<file path="src/rtl/min_of_window_max_gap_macros.svh">
// ----------------------------------------------------------------------------
// min_of_window_max_gap_macros
// assertion macros for the min of window max gap block
// ----------------------------------------------------------------------------
`ifndef MIN_OF_WINDOW_MAX_GAP_MACROS_SVH
`define MIN_OF_WINDOW_MAX_GAP_MACROS_SVH

// same-cycle implication
`define MWG_ASSERT_SAME(lbl, ante, cons, msg) \
    lbl: assert property (@(posedge clk) disable iff (!rst_n) (ante) |-> (cons)) \
        else $error(msg);

// next-cycle implication
`define MWG_ASSERT_NEXT(lbl, ante, cons, msg) \
    lbl: assert property (@(posedge clk) disable iff (!rst_n) (ante) |=> (cons)) \
        else $error(msg);

`endif

</file>
<file path="src/rtl/mwg_pkg.sv">
// ----------------------------------------------------------------------------
// mwg_pkg
// shared types and constants of the min of window max gap block
// ----------------------------------------------------------------------------
package mwg_pkg;

    localparam int MAX_WINDOW = 1024;
    localparam int COUNT_BITS = 20;
    localparam int VAL_W      = 31;
    localparam int WIN_W      = 11;
    localparam int HEAD_W     = $clog2(MAX_WINDOW);
    localparam int LEN_W      = HEAD_W + 1;
    localparam int POS_W      = $clog2(MAX_WINDOW + 1);
    localparam int OPQ_DEPTH  = 2;

    localparam logic [VAL_W-1:0] VAL_ALL_ONES = '1;
    localparam logic [WIN_W-1:0] WINDOW_RESET = WIN_W'(1);

    typedef struct packed {
        logic signed [VAL_W-1:0] value;
        logic                    last;
    } in_beat_t;

    typedef struct packed {
        logic [VAL_W-1:0] min_max_gap;
        logic             too_short;
    } out_beat_t;

    typedef struct packed {
        logic             has_gap;
        logic [VAL_W-1:0] gap;
        logic             last;
    } op_t;

    typedef struct packed {
        logic [POS_W-1:0] pos;
        logic [VAL_W-1:0] gap;
    } dq_entry_t;

    typedef struct packed {
        logic             result_load;
        logic [LEN_W-1:0] len;
    } back_status_t;

    typedef enum logic [1:0] {
        ST_IDLE,
        ST_FRONT,
        ST_BACK,
        ST_DONE
    } back_state_t;

endpackage

</file>
<file path="src/rtl/mwg_front.sv">
// ----------------------------------------------------------------------------
// mwg_front
// input side: takes a beat, forms the gap to the previous value, queues an op
// ----------------------------------------------------------------------------
module mwg_front
    import mwg_pkg::*;
(
    input  logic     clk,
    input  logic     rst_n,
    input  logic     push,
    output logic     full,
    input  in_beat_t item,
    output logic     op_push,
    output op_t      op_wdata,
    input  logic     op_full
);

    logic signed [VAL_W-1:0] prev_value_reg;
    logic                    have_prev_reg;
    logic                    have_prev_next;
    logic signed [VAL_W:0]   diff;
    logic [VAL_W-1:0]        gap;

    assign full    = op_full;
    assign op_push = push && !op_full;

    assign diff = $signed({item.value[VAL_W-1], item.value})
                - $signed({prev_value_reg[VAL_W-1], prev_value_reg});

    // a falling step counts as no gap
    assign gap = diff[VAL_W] ? '0 : diff[VAL_W-1:0];

    always_comb
    begin
        op_wdata.has_gap = have_prev_reg;
        op_wdata.gap     = gap;
        op_wdata.last    = item.last;
        have_prev_next   = have_prev_reg;
        if (op_push)
        begin
            have_prev_next = !item.last;
        end
    end

    always_ff @(posedge clk or negedge rst_n)
    begin
        if (!rst_n)
        begin
            have_prev_reg <= 1'b0;
        end
        else
        begin
            have_prev_reg <= have_prev_next;
        end
    end

    always_ff @(posedge clk)
    begin
        if (op_push)
        begin
            prev_value_reg <= item.value;
        end
    end

endmodule

</file>
<file path="config.mk">
export PLATFORM = sky130hd
export DESIGN_NAME = mwg_front
export DESIGN_NICKNAME = d
export VERILOG_FILES = /design/src/rtl/min_of_window_max_gap_macros.svh /design/src/rtl/mwg_pkg.sv /design/src/rtl/mwg_front.sv
export SDC_FILE = /design/constraint.sdc
export NUM_CORES = 1
export LEC_CHECK = 0
export ABC_AREA = 1
export BUFFER_PORTS_ARGS = -buffer_cell sky130_fd_sc_hd__buf_2
export CORE_MARGIN = 4
export CORE_UTILIZATION = 57
export CTS_CLUSTER_SIZE = 20
export DETAILED_ROUTE_END_ITERATION = 6
export PLACE_DENSITY = 0.82
export SKIP_CTS_REPAIR_TIMING = 1
export SLEW_MARGIN = 20
export SYNTH_ARGS = -nofsm -noshare
export SYNTH_HDL_FRONTEND = slang
export SYNTH_SLANG_ARGS = --single-unit
</file>
<file path="constraint.sdc">
create_clock -name clk -period 2.84 [get_ports clk]
set_clock_uncertainty 0.15 [all_clocks]
set_input_delay 0.284 -clock clk [delete_from_list [all_inputs] [get_ports clk]]
set_output_delay 0.284 -clock clk [all_outputs]
set_load 0.005 [all_outputs]
</file>
Word level (Yosys, flattened, before mapping)
Index checks and enable logic that the tools add are counted.
{"block": "totals", "input_bits": 36, "wordCells": 7, "ff_bits": 32}
{"block": "op_classes", "muxes": 1, "reduce_logical": 3, "addsub": 1}
{"op": "$sub 31x31->32", "n": 1}
{"op": "$mux 31", "n": 1}
{"op": "$logic_not 1->1", "n": 2}
{"op": "$logic_and 1x1->1", "n": 1}

Depth between registers and ports, before layout
{"block": "depth", "ltp_word": 2, "depth_mapped": 17}

Worst setup path before layout
Ideal clock, no wire load.
{"block": "synth_timing", "path_kind": "input to register", "startpoint": "input port push", "endpoint": "register prev_value_reg[0], enable pin", "arrival_time_ns": 1.753, "stages": 2, "slack_ns": 0.511, "setup_time_ns": 0.426, "t_required_ns": 2.264, "cell_sequence": "inv_1 > nor2_1"}
{"block": "synth_via", "elab_chain_len": 1}
{"item": "from (decl)", "line": "mwg_front.sv:10", "source": "input logic push,"}
{"item": "$logic_and 1x1->1", "line": "mwg_front.sv:25", "source": "assign op_push = push && !op_full;"}
{"item": "net op_push", "line": "mwg_front.sv:13", "source": "output logic op_push,"}
{"item": "to (signal assigned)", "line": "mwg_front.sv:61", "source": "prev_value_reg <= item.value;"}
{"item": "to (decl)", "line": "mwg_front.sv:18", "source": "logic signed [VAL_W-1:0] prev_value_reg;"}
The timed path passes the listed nets, and every way through them passes these cells.
A chain may end at the register's enable or synchronous reset.

==> results.cfg <==
[floorplanning]
rows = 29
die_w_um = 88.9
die_area_um2 = 7910
initial_utilization_pct = 58.8
die_y_um = 88.9
core-area_um2 = 6350
io_pins = 71

[pwr]
power_leakage_nw = 2.66
total_power_mw = 2.07
ir_drop_mv = 0.328
p_per_area_nw_per_um2 = 436

[clock_network]
clock_path_buffers = 2
cts_made_buffers = 5
cts_tree = built
clock_latency_ps = 290
cts_sinks = 32
cts-root-buf = clkbuf_8
h-tree-depth = 2
path_clk_slew_ps = 80

[placement]
hpwl_um = 7600
preCtsSetupSlack_ps = 232
numPortBuffers = 70
place_area_um2 = 4160
place_congestion = 0.921

[sta]
whs_ps = 11.7
min_period_ps = 2770
finalCritPeriodShare_pct = 97.4
max-slew-margin-rel_pct = 69.3
fmax_ghz = 0.361
finalMaxSlewViolations = 0
max_slew.worst_pin.slew_ps = 459
finalWorstSetupSlack_ps = 73.2
hold_violations = 0
setup_viol = 0
finalSetupTns_ps = 0

[global_route]
antenna_found_initial = 0
grt_overflow = 0
grt_pass1_wl_um = 14800
grt_max_degree = 21
grt_pass1_vias = 3287
grt_use_total_pct = 23.6

[critical_path]
crit_family = simple AND/OR/NAND/NOR gates
critPathLaunchType = register
r2r_slack_ps = 2040
slowest_stage = edfxtp_1
cpMostUsedCell = nand2_2
path_max_fanout = 8
required_ps = 2410
critPathKind = register to primary output
critPathMaxStageDelay_ps = 370
r2r_start = have_prev_reg
ff2ff_path_depth = 2
r2r_end = have_prev_reg
cp_num_buf_inv = 4
endpoint = op_wdata[1]
worstPathArrival_ps = 2330
crit_start = prev_value_reg[22]
crit_cells = 13
path_cells = inv_1 -> ha_2 -> nand2_2 -> inv_2 -> a21oi_2 -> nand2_2 -> a21oi_4 -> nand2_4 -> nand2_2 -> nand2_4 -> clkbuf_16 -> nor2_1 -> buf_2
end_kind = primary output

[synth]
ys_ff_latch = 32
synthDistinctLibCells = 30
async_reset_ff_share_pct = 3.13
seq_area_frac_synth_pct = 25.6
synth-main-ff-cell = edfxtp_1
synth_top_area_cell = edfxtp_1
syn_nets = 655
synthTopCellsByCount = 211 x nand2_1, 137 x inv_1, 57 x nor2_1
avgSynthCellArea_um2 = 6.36
synth_area_um2 = 3730
synth_warnings = 0
synth_edf_count = 31
syn_inst = 587
yosysTopAreaCellShare_pct = 24.9
ys_top_cells_by_area = edfxtp_1 25%, nand2_1 21%, inv_1 14%, ha_1 10%, nor2_1 5.7%
yosysMostFrequentCell = nand2_1

[layout]
stdcell_area_um2 = 4740
fillers = 559
drive_gt1_share_pct = 26.0
nets = 739
synthToLayoutAreaGrowth_pct = 27.1
largest_reg_flops = 31
diodes = 0

[routing]
wl_um = 9840
drtPass1Iterations = 6
antenna_left = 0
drc_errors = 0
via_per_inst = 5.01
drtIter0Drc = 170
avgRoutedWirePerCell_um = 13.1
route.vias.total = 3756

[flow_run]
maxCapViolCount = 0

[run_status]
outcome = finished clean

[worst_hold_path]
hp-class = input pin to register
## how the worst min path moves through the flow
stage,endpoint,depth (start not counted),startpoint
after detailed placement,have_prev_reg,1,rst_n
final,have_prev_reg,2,item[0]
after CTS,have_prev_reg,1,rst_n
after global routing,have_prev_reg,2,item[0]
after floorplan,have_prev_reg,0,rst_n
after global placement,have_prev_reg,1,rst_n
## worst reg2reg max path, stage by stage (launching register included)
cell,delay (ps)
dfrtp_1,390
nor2_1,110
a21oi_1,50
## power breakdown
part	switching [mW]	internal (mW)	leakage [nW]	total (mW)
sequential	0.00908	0.553	0.302	0.562
combinational	0.596	0.459	2.30	1.05
clock	0.191	0.260	0.0541	0.451
## placed cells by master, fill, tap and decap left out, drive strengths merged, types with 5 or more instances in the layout
| cell type | n |
|---|---|
| inv | 141 |
| nand3b | 9 |
| nand2 | 224 |
| buf | 80 |
| ha | 31 |
| nor3 | 5 |
| nand3 | 21 |
| xnor2 | 13 |
| a21oi | 21 |
| clkbuf | 7 |
| edfxtp | 31 |
| nor2 | 70 |
## layout make-up
cell class                      instances  area [µm²]  area share, %
Timing Repair Buffer                   83         510           10.8
Sequential cell                        32         956           20.2
Inverter                              141         529           11.2
Clock inverter                          3        42.5          0.897
Multi-Input combinational cell        408        2540           53.5
Tap cell                               77        96.3           2.03
Clock buffer                            5        68.8           1.45
## kinds of logic (layout without fill, tap and decap cells)
kind of cell / Yosys count / in the layout / share of synthesized area (%)
simple gates: 334 / 334 / 39.7
buf+inv: 147 / 232 / 15.8
fa+ha+maj: 32 / 32 / 10.9
flops: 32 / 32 / 25.6
compound gates: 26 / 26 / 4.22
xor+xnor: 16 / 16 / 3.75
## through the flow
step | cells | util (%)
2_1_floorplan | 587 | -
3_3_place_gp | 731 | 65.6
3_5_place_dp | 731 | 65.6
4_1_cts | 739 | 67.3
5_1_grt | 749 | 74.7
6_report | 749 | 74.7
## per-layer routing
layer / track usage, % / routed length, µm / vias to the layer above
met1: 34.8 / 4840 / 1699
met4: 3.71 / 122 / 0
met3: 3.04 / 492 / 20
li1: - / - / 1919
met5: 0 / 0 / -
met2: 37.7 / 4390 / 118
(Power assumes the default switching activity.)
