$ cat src/rtl/min_of_window_max_gap_macros.svh
// ----------------------------------------------------------------------------
// min_of_window_max_gap_macros
// assertion macros for the min of window max gap block
// ----------------------------------------------------------------------------
`ifndef MIN_OF_WINDOW_MAX_GAP_MACROS_SVH
`define MIN_OF_WINDOW_MAX_GAP_MACROS_SVH

// same-cycle implication
`define MWG_ASSERT_SAME(lbl, ante, cons, msg) \
    lbl: assert property (@(posedge clk) disable iff (!rst_n) (ante) |-> (cons)) \
        else $error(msg);

// next-cycle implication
`define MWG_ASSERT_NEXT(lbl, ante, cons, msg) \
    lbl: assert property (@(posedge clk) disable iff (!rst_n) (ante) |=> (cons)) \
        else $error(msg);

`endif

$ cat src/rtl/mwg_pkg.sv
// ----------------------------------------------------------------------------
// mwg_pkg
// shared types and constants of the min of window max gap block
// ----------------------------------------------------------------------------
package mwg_pkg;

    localparam int MAX_WINDOW = 1024;
    localparam int COUNT_BITS = 20;
    localparam int VAL_W      = 31;
    localparam int WIN_W      = 11;
    localparam int HEAD_W     = $clog2(MAX_WINDOW);
    localparam int LEN_W      = HEAD_W + 1;
    localparam int POS_W      = $clog2(MAX_WINDOW + 1);
    localparam int OPQ_DEPTH  = 2;

    localparam logic [VAL_W-1:0] VAL_ALL_ONES = '1;
    localparam logic [WIN_W-1:0] WINDOW_RESET = WIN_W'(1);

    typedef struct packed {
        logic signed [VAL_W-1:0] value;
        logic                    last;
    } in_beat_t;

    typedef struct packed {
        logic [VAL_W-1:0] min_max_gap;
        logic             too_short;
    } out_beat_t;

    typedef struct packed {
        logic             has_gap;
        logic [VAL_W-1:0] gap;
        logic             last;
    } op_t;

    typedef struct packed {
        logic [POS_W-1:0] pos;
        logic [VAL_W-1:0] gap;
    } dq_entry_t;

    typedef struct packed {
        logic             result_load;
        logic [LEN_W-1:0] len;
    } back_status_t;

    typedef enum logic [1:0] {
        ST_IDLE,
        ST_FRONT,
        ST_BACK,
        ST_DONE
    } back_state_t;

endpackage

$ cat src/rtl/mwg_op_fifo.sv
// ----------------------------------------------------------------------------
// mwg_op_fifo
// short queue of ops between the input side and the deque engine
// ----------------------------------------------------------------------------
module mwg_op_fifo
    import mwg_pkg::*;
(
    input  logic clk,
    input  logic rst_n,
    input  logic wr_en,
    input  op_t  wdata,
    output logic full,
    output logic rd_valid,
    input  logic rd_ready,
    output op_t  rdata
);

    localparam int PTR_W = (OPQ_DEPTH > 1) ? $clog2(OPQ_DEPTH) : 1;
    localparam int CNT_W = $clog2(OPQ_DEPTH + 1);

    op_t              slots_reg [OPQ_DEPTH];
    logic [PTR_W-1:0] wr_ptr_reg;
    logic [PTR_W-1:0] wr_ptr_next;
    logic [PTR_W-1:0] rd_ptr_reg;
    logic [PTR_W-1:0] rd_ptr_next;
    logic [CNT_W-1:0] count_reg;
    logic [CNT_W-1:0] count_next;
    logic             do_wr;
    logic             do_rd;

    assign full     = (count_reg == CNT_W'(OPQ_DEPTH));
    assign rd_valid = (count_reg != '0);
    assign rdata    = slots_reg[rd_ptr_reg];
    assign do_wr    = wr_en && !full;
    assign do_rd    = rd_ready && rd_valid;

    always_comb
    begin
        wr_ptr_next = wr_ptr_reg;
        rd_ptr_next = rd_ptr_reg;
        count_next  = count_reg;
        if (do_wr)
        begin
            wr_ptr_next = (wr_ptr_reg == PTR_W'(OPQ_DEPTH - 1)) ? '0 : wr_ptr_reg + 1'b1;
        end
        if (do_rd)
        begin
            rd_ptr_next = (rd_ptr_reg == PTR_W'(OPQ_DEPTH - 1)) ? '0 : rd_ptr_reg + 1'b1;
        end
        if (do_wr && !do_rd)
        begin
            count_next = count_reg + 1'b1;
        end
        else if (do_rd && !do_wr)
        begin
            count_next = count_reg - 1'b1;
        end
    end

    always_ff @(posedge clk or negedge rst_n)
    begin
        if (!rst_n)
        begin
            wr_ptr_reg <= '0;
            rd_ptr_reg <= '0;
            count_reg  <= '0;
        end
        else
        begin
            wr_ptr_reg <= wr_ptr_next;
            rd_ptr_reg <= rd_ptr_next;
            count_reg  <= count_next;
        end
    end

    always_ff @(posedge clk)
    begin
        if (do_wr)
        begin
            slots_reg[wr_ptr_reg] <= wdata;
        end
    end

endmodule

$ cat config.mk
export PLATFORM = sky130hd
export DESIGN_NAME = mwg_op_fifo
export DESIGN_NICKNAME = d
export VERILOG_FILES = /design/src/rtl/min_of_window_max_gap_macros.svh /design/src/rtl/mwg_pkg.sv /design/src/rtl/mwg_op_fifo.sv
export SDC_FILE = /design/constraint.sdc
export NUM_CORES = 1
export LEC_CHECK = 0
export BUFFER_PORTS_ARGS = -buffer_cell sky130_fd_sc_hd__buf_2
export CAP_MARGIN = 20
export CORE_AREA = 2 2 128 93
export DETAILED_ROUTE_END_ITERATION = 6
export DIE_AREA = 0 0 130 95
export PLACE_DENSITY = 0.5
export SYNTH_ARGS = -nofsm -noshare
export SYNTH_HDL_FRONTEND = slang
export SYNTH_SLANG_ARGS = --single-unit
$ cat constraint.sdc
create_clock -name clk -period 3.15 [get_ports clk]
set_input_delay 0.4725 -clock clk [delete_from_list [all_inputs] [get_ports clk]]
set_output_delay 0.4725 -clock clk [all_outputs]
set_load 0.005 [all_outputs]
After elaboration in Yosys (flattened, before gate mapping)
Memory sizes are Yosys's and may differ from the RTL's.
Cells that the tools add are included.
{"block": "totals", "register_bits": 4, "latchBits": 0, "ramBits": 66, "rom_bits": 0, "input_bits": 37, "word_cells": 24, "n_memories": 1}
{"memory": "slots_reg", "depth": 2, "width": 33, "rd": 1, "rd_clocked_by_memory_dff": 0, "write_ports": 1, "line": "mwg_op_fifo.sv:21", "source": "op_t slots_reg [OPQ_DEPTH];"}
{"block": "op_classes", "add_sub_neg": 4, "multipliers": 0, "div": 0, "order_cmp": 0, "eq_ne": 1, "shifts": 0, "n_mux": 6, "bitwise_logic": 0, "n_reduce_logical": 9}
{"operator": "logical AND 1 bit", "count": 4}
{"operator": "two-way mux 1 bit", "count": 4}
{"operator": "two-way mux 2 bit", "count": 2}
{"operator": "nonzero test 2 bit", "count": 2}
{"operator": "zero test 1 bit", "count": 3}
{"operator": "adder 1 bit (second input constant)", "count": 2}
{"operator": "adder 2 x 1 -> 2 bit (second input constant)", "count": 1}
{"operator": "== test 2 bit (second input constant)", "count": 1}
{"operator": "subtractor 2 x 1 -> 2 bit (second input constant)", "count": 1}

Longest topological paths before layout
{"block": "depth", "depth_word": 7, "ltp_mapped": 7, "depth_no_buf": 7}

Least setup slack after synthesis
OpenSTA, ideal clock, no wires.
{"block": "synth_timing", "path_type": "flip-flop to flip-flop", "start": "reg count_reg[0]", "end": "mem slots_reg[0][0] in the netlist's numbering (enable)", "arrival_time_ns": 2.019, "setup_slack_ns": 0.708, "path_stages_with_launch": 4, "period_less_slack_ns": 2.442, "cell_sequence": "dfrtp_1 -> nand2b_1 -> nand2_1 -> nor2_1"}
{"block": "synth_via", "elab_chain_cells": 5}
{"item": "from (decl)", "line": "mwg_op_fifo.sv:26", "source": "logic [CNT_W-1:0] count_reg;"}
{"item": "from (signal assigned)", "line": "mwg_op_fifo.sv:72", "source": "count_reg <= count_next;"}
{"item": "== test 2 bit", "line": "mwg_op_fifo.sv:31", "source": "assign full = (count_reg == CNT_W'(OPQ_DEPTH));"}
{"item": "zero test 1 bit", "line": "mwg_op_fifo.sv:34", "source": "assign do_wr = wr_en && !full;"}
{"item": "logical AND 1 bit", "line": "mwg_op_fifo.sv:34"}
{"item": "two-way mux 1 bit", "line": "mwg_op_fifo.sv:78", "source": "if (do_wr)"}
{"item": "two-way mux 1 bit (not written as such)", "line": "mwg_op_fifo.sv:80", "source": "slots_reg[wr_ptr_reg] <= wdata;"}
{"item": "to (decl)", "line": "mwg_op_fifo.sv:21"}
No other way between the ends.

==> flow_summary.ini <==
[worst_setup_path]
cp-start-kind = flop
critPathMaxStageDelay_ns = 0.70
cp_cell_sequence = buf_4, mux2_4, buf_2
crit_fanout = 17
worstPathRequired_ns = 2.68
critPathSlowestCell = dfrtp_2
worstSetupEndpointType = output port
arrival_ns = 1.83
crit_type = flop to output port

[clock_tree]
cts_tree = built
ctsResizeCount = 0
root_buffer = clkbuf_16
clockBufferDepth = 2
cts_hold_buffers = 1
cts_setup_buffers = 0
cts_max_level = 3
path_clk_slew_ns = 0.05
insertion_delay_ns = 0.33
cts-buffers-inserted = 9
cts_sinks = 70

[layout]
area_growth_pct = 31.85
fillers = 1125
antenna_cells = 0
largest_reg_flops = 66
layout-drive-gt1-share = 0.6077
final_nets = 242

[synth]
synth_fp_nets = 160
ys_types = 16
yosys_warnings = 0
netlist_area_um2 = 2734
synth_cells = 122
seq_area_frac_synth = 0.7616
syn_area_per_cell_um2 = 22.41
ys_ff_latch = 70

[routing]
drtIter0Drc = 40
avgRoutedWirePerCell_um = 13.51
drtAntennaViolNets = 0
drc_errors = 0
routed_wl_mm = 4.943
via_per_inst = 3.678
drt_pass1_iterations = 2
num_vias = 1346

[timing]
hold_violations = 0
clock_skew_ns = 0.004300
fin_crit_sh = 0.7302
setup_tns_ns = 0
slew_violations = 0
fin_crit_ns = 2.300
hold_ws_ns = 0.3295
setup_viol = 0
tightest_slew_ns = 0.8641
rsz0062_at_grt = false
slew_headroom = 0.4239
fmax_ghz = 0.4348

[placement]
gp_congestion = 0.6713
dp.final_hpwl_mm = 3.302
port_buffers = 71

[global_routing]
grt_max_degree = 34
antenna_found_initial = 0
grt_pass1_vias = 1413
grt.overflow.total = 0
grt.total_usage = 0.08887
grt_pass1_wl_mm = 7.679

[die]
die_h_um = 95
initial_core_util = 0.2425
chipWidth_um = 130
core_um2 = 11270
rows = 33
die_area_um2 = 12350
pin_count = 72

[run_status]
run_status = complete, no violations

[flow_run]
drv_cap = 0

[power_and_ir_drop]
p_leak_nw = 1.442
powerDensity_nw_per_um2 = 964.7
fin_total_pwr_mw = 3.477
ir_worst_vdd_mv = 0.4104

[worst_hold_path]
min_path_type = primary input to flop
==> report_power, final <==
| part | internal (mW) | switching (mW) |
|---|---|---|
| Sequential | 1.28 | 0.119 |
| Clock | 0.792 | 0.364 |
| Combinational | 0.519 | 0.403 |
| Total | 2.59 | 0.885 |
==> Yosys cell counts <==
library cell   n  area share
and3_1         1      0.0023
nand2_1        1      0.0014
nand2_2        1      0.0023
buf_6          1      0.0041
xnor2_1        3      0.0096
buf_12         3       0.022
or2_1          1      0.0023
ha_1           1      0.0046
mux2_2         4       0.016
inv_1          2      0.0027
dfrtp_1        4       0.037
nand2b_1       1      0.0023
edfxtp_1      66        0.72
xor2_1         2      0.0064
nor2_1         2      0.0027
mux2_4        29        0.16
==> final timing paths <==
path	slack [ns]	cells past startpoint	endpoint	from
setup / recovery	0.85	3	rdata[31]	rd_ptr_reg
hold / removal	0.33	1	slots_reg[1][23]	wdata[23]
setup reg to reg	1.27	4	slots_reg[0][5]	count_reg[0]
hold reg to reg	0.49	1	count_reg[1]	count_reg[1]
max in group asynchronous	2.55	2	rd_ptr_reg	rst_n
min in group asynchronous	0.47	2	wr_ptr_reg	rst_n
==> cell families after synthesis <==
kind of cell | count (synthesis) | share of synthesized area
xor gates and xnor gates | 5 | 0.01602
DFF | 70 | 0.7616
buffers and inverters | 6 | 0.02883
muxes | 33 | 0.1757
and+or+nand+nor | 7 | 0.01328
adders and majority gates | 1 | 0.004576
==> cell usage in the layout (no fill, tap or decap), drive strengths merged <==
cell / instances
clkinv: 3
or2: 1
nand2b: 1
clkbuf: 10
dlygate4sd3: 1
nor2: 2
dfrtp: 4
xnor2: 3
bufinv: 3
nand2: 2
mux2: 33
buf: 74
ha: 1
edfxtp: 66
inv: 2
and3: 1
xor2: 2
==> stage by stage <==
stage                     cells  setup slack (ns)  cell area (µm²)    util
after floorplan             122            0.7080             2734       -
after global placement      349             1.161             3247  0.2880
after detailed placement    349             1.142             3247  0.2880
after CTS                   366            0.7749             3605  0.3198
after global routing        366            0.7255             3605  0.3198
final                       366            0.8499             3605  0.3198
==> critical path: cells and delay by family (launching register included) <==
kind,cells,cell delay (ns)
buf+inv,2,0.47
flops,1,0.70
mux,1,0.33
==> per-layer routing <==
layer | up-vias | GRT usage | wire length, µm
met4 | 0 | 0.03226 | 76
li1 | 633 | - | -
met1 | 656 | 0.1085 | 2272
met2 | 49 | 0.1300 | 2181
met3 | 8 | 0.05212 | 413
met5 | - | 0 | 0
==> final cells by class <==
class	count	area, µm²	share of cell area
Timing Repair Buffer	75	387.9	0.1076
Inverter	2	7.507	0.002083
Tap cell	157	196.4	0.05449
Sequential cell	70	2083	0.5779
Clock inverter	6	108.9	0.03020
Clock buffer	10	239.0	0.06630
Multi-Input combinational cell	46	581.8	0.1614
Power figures use the tool's default switching activity.
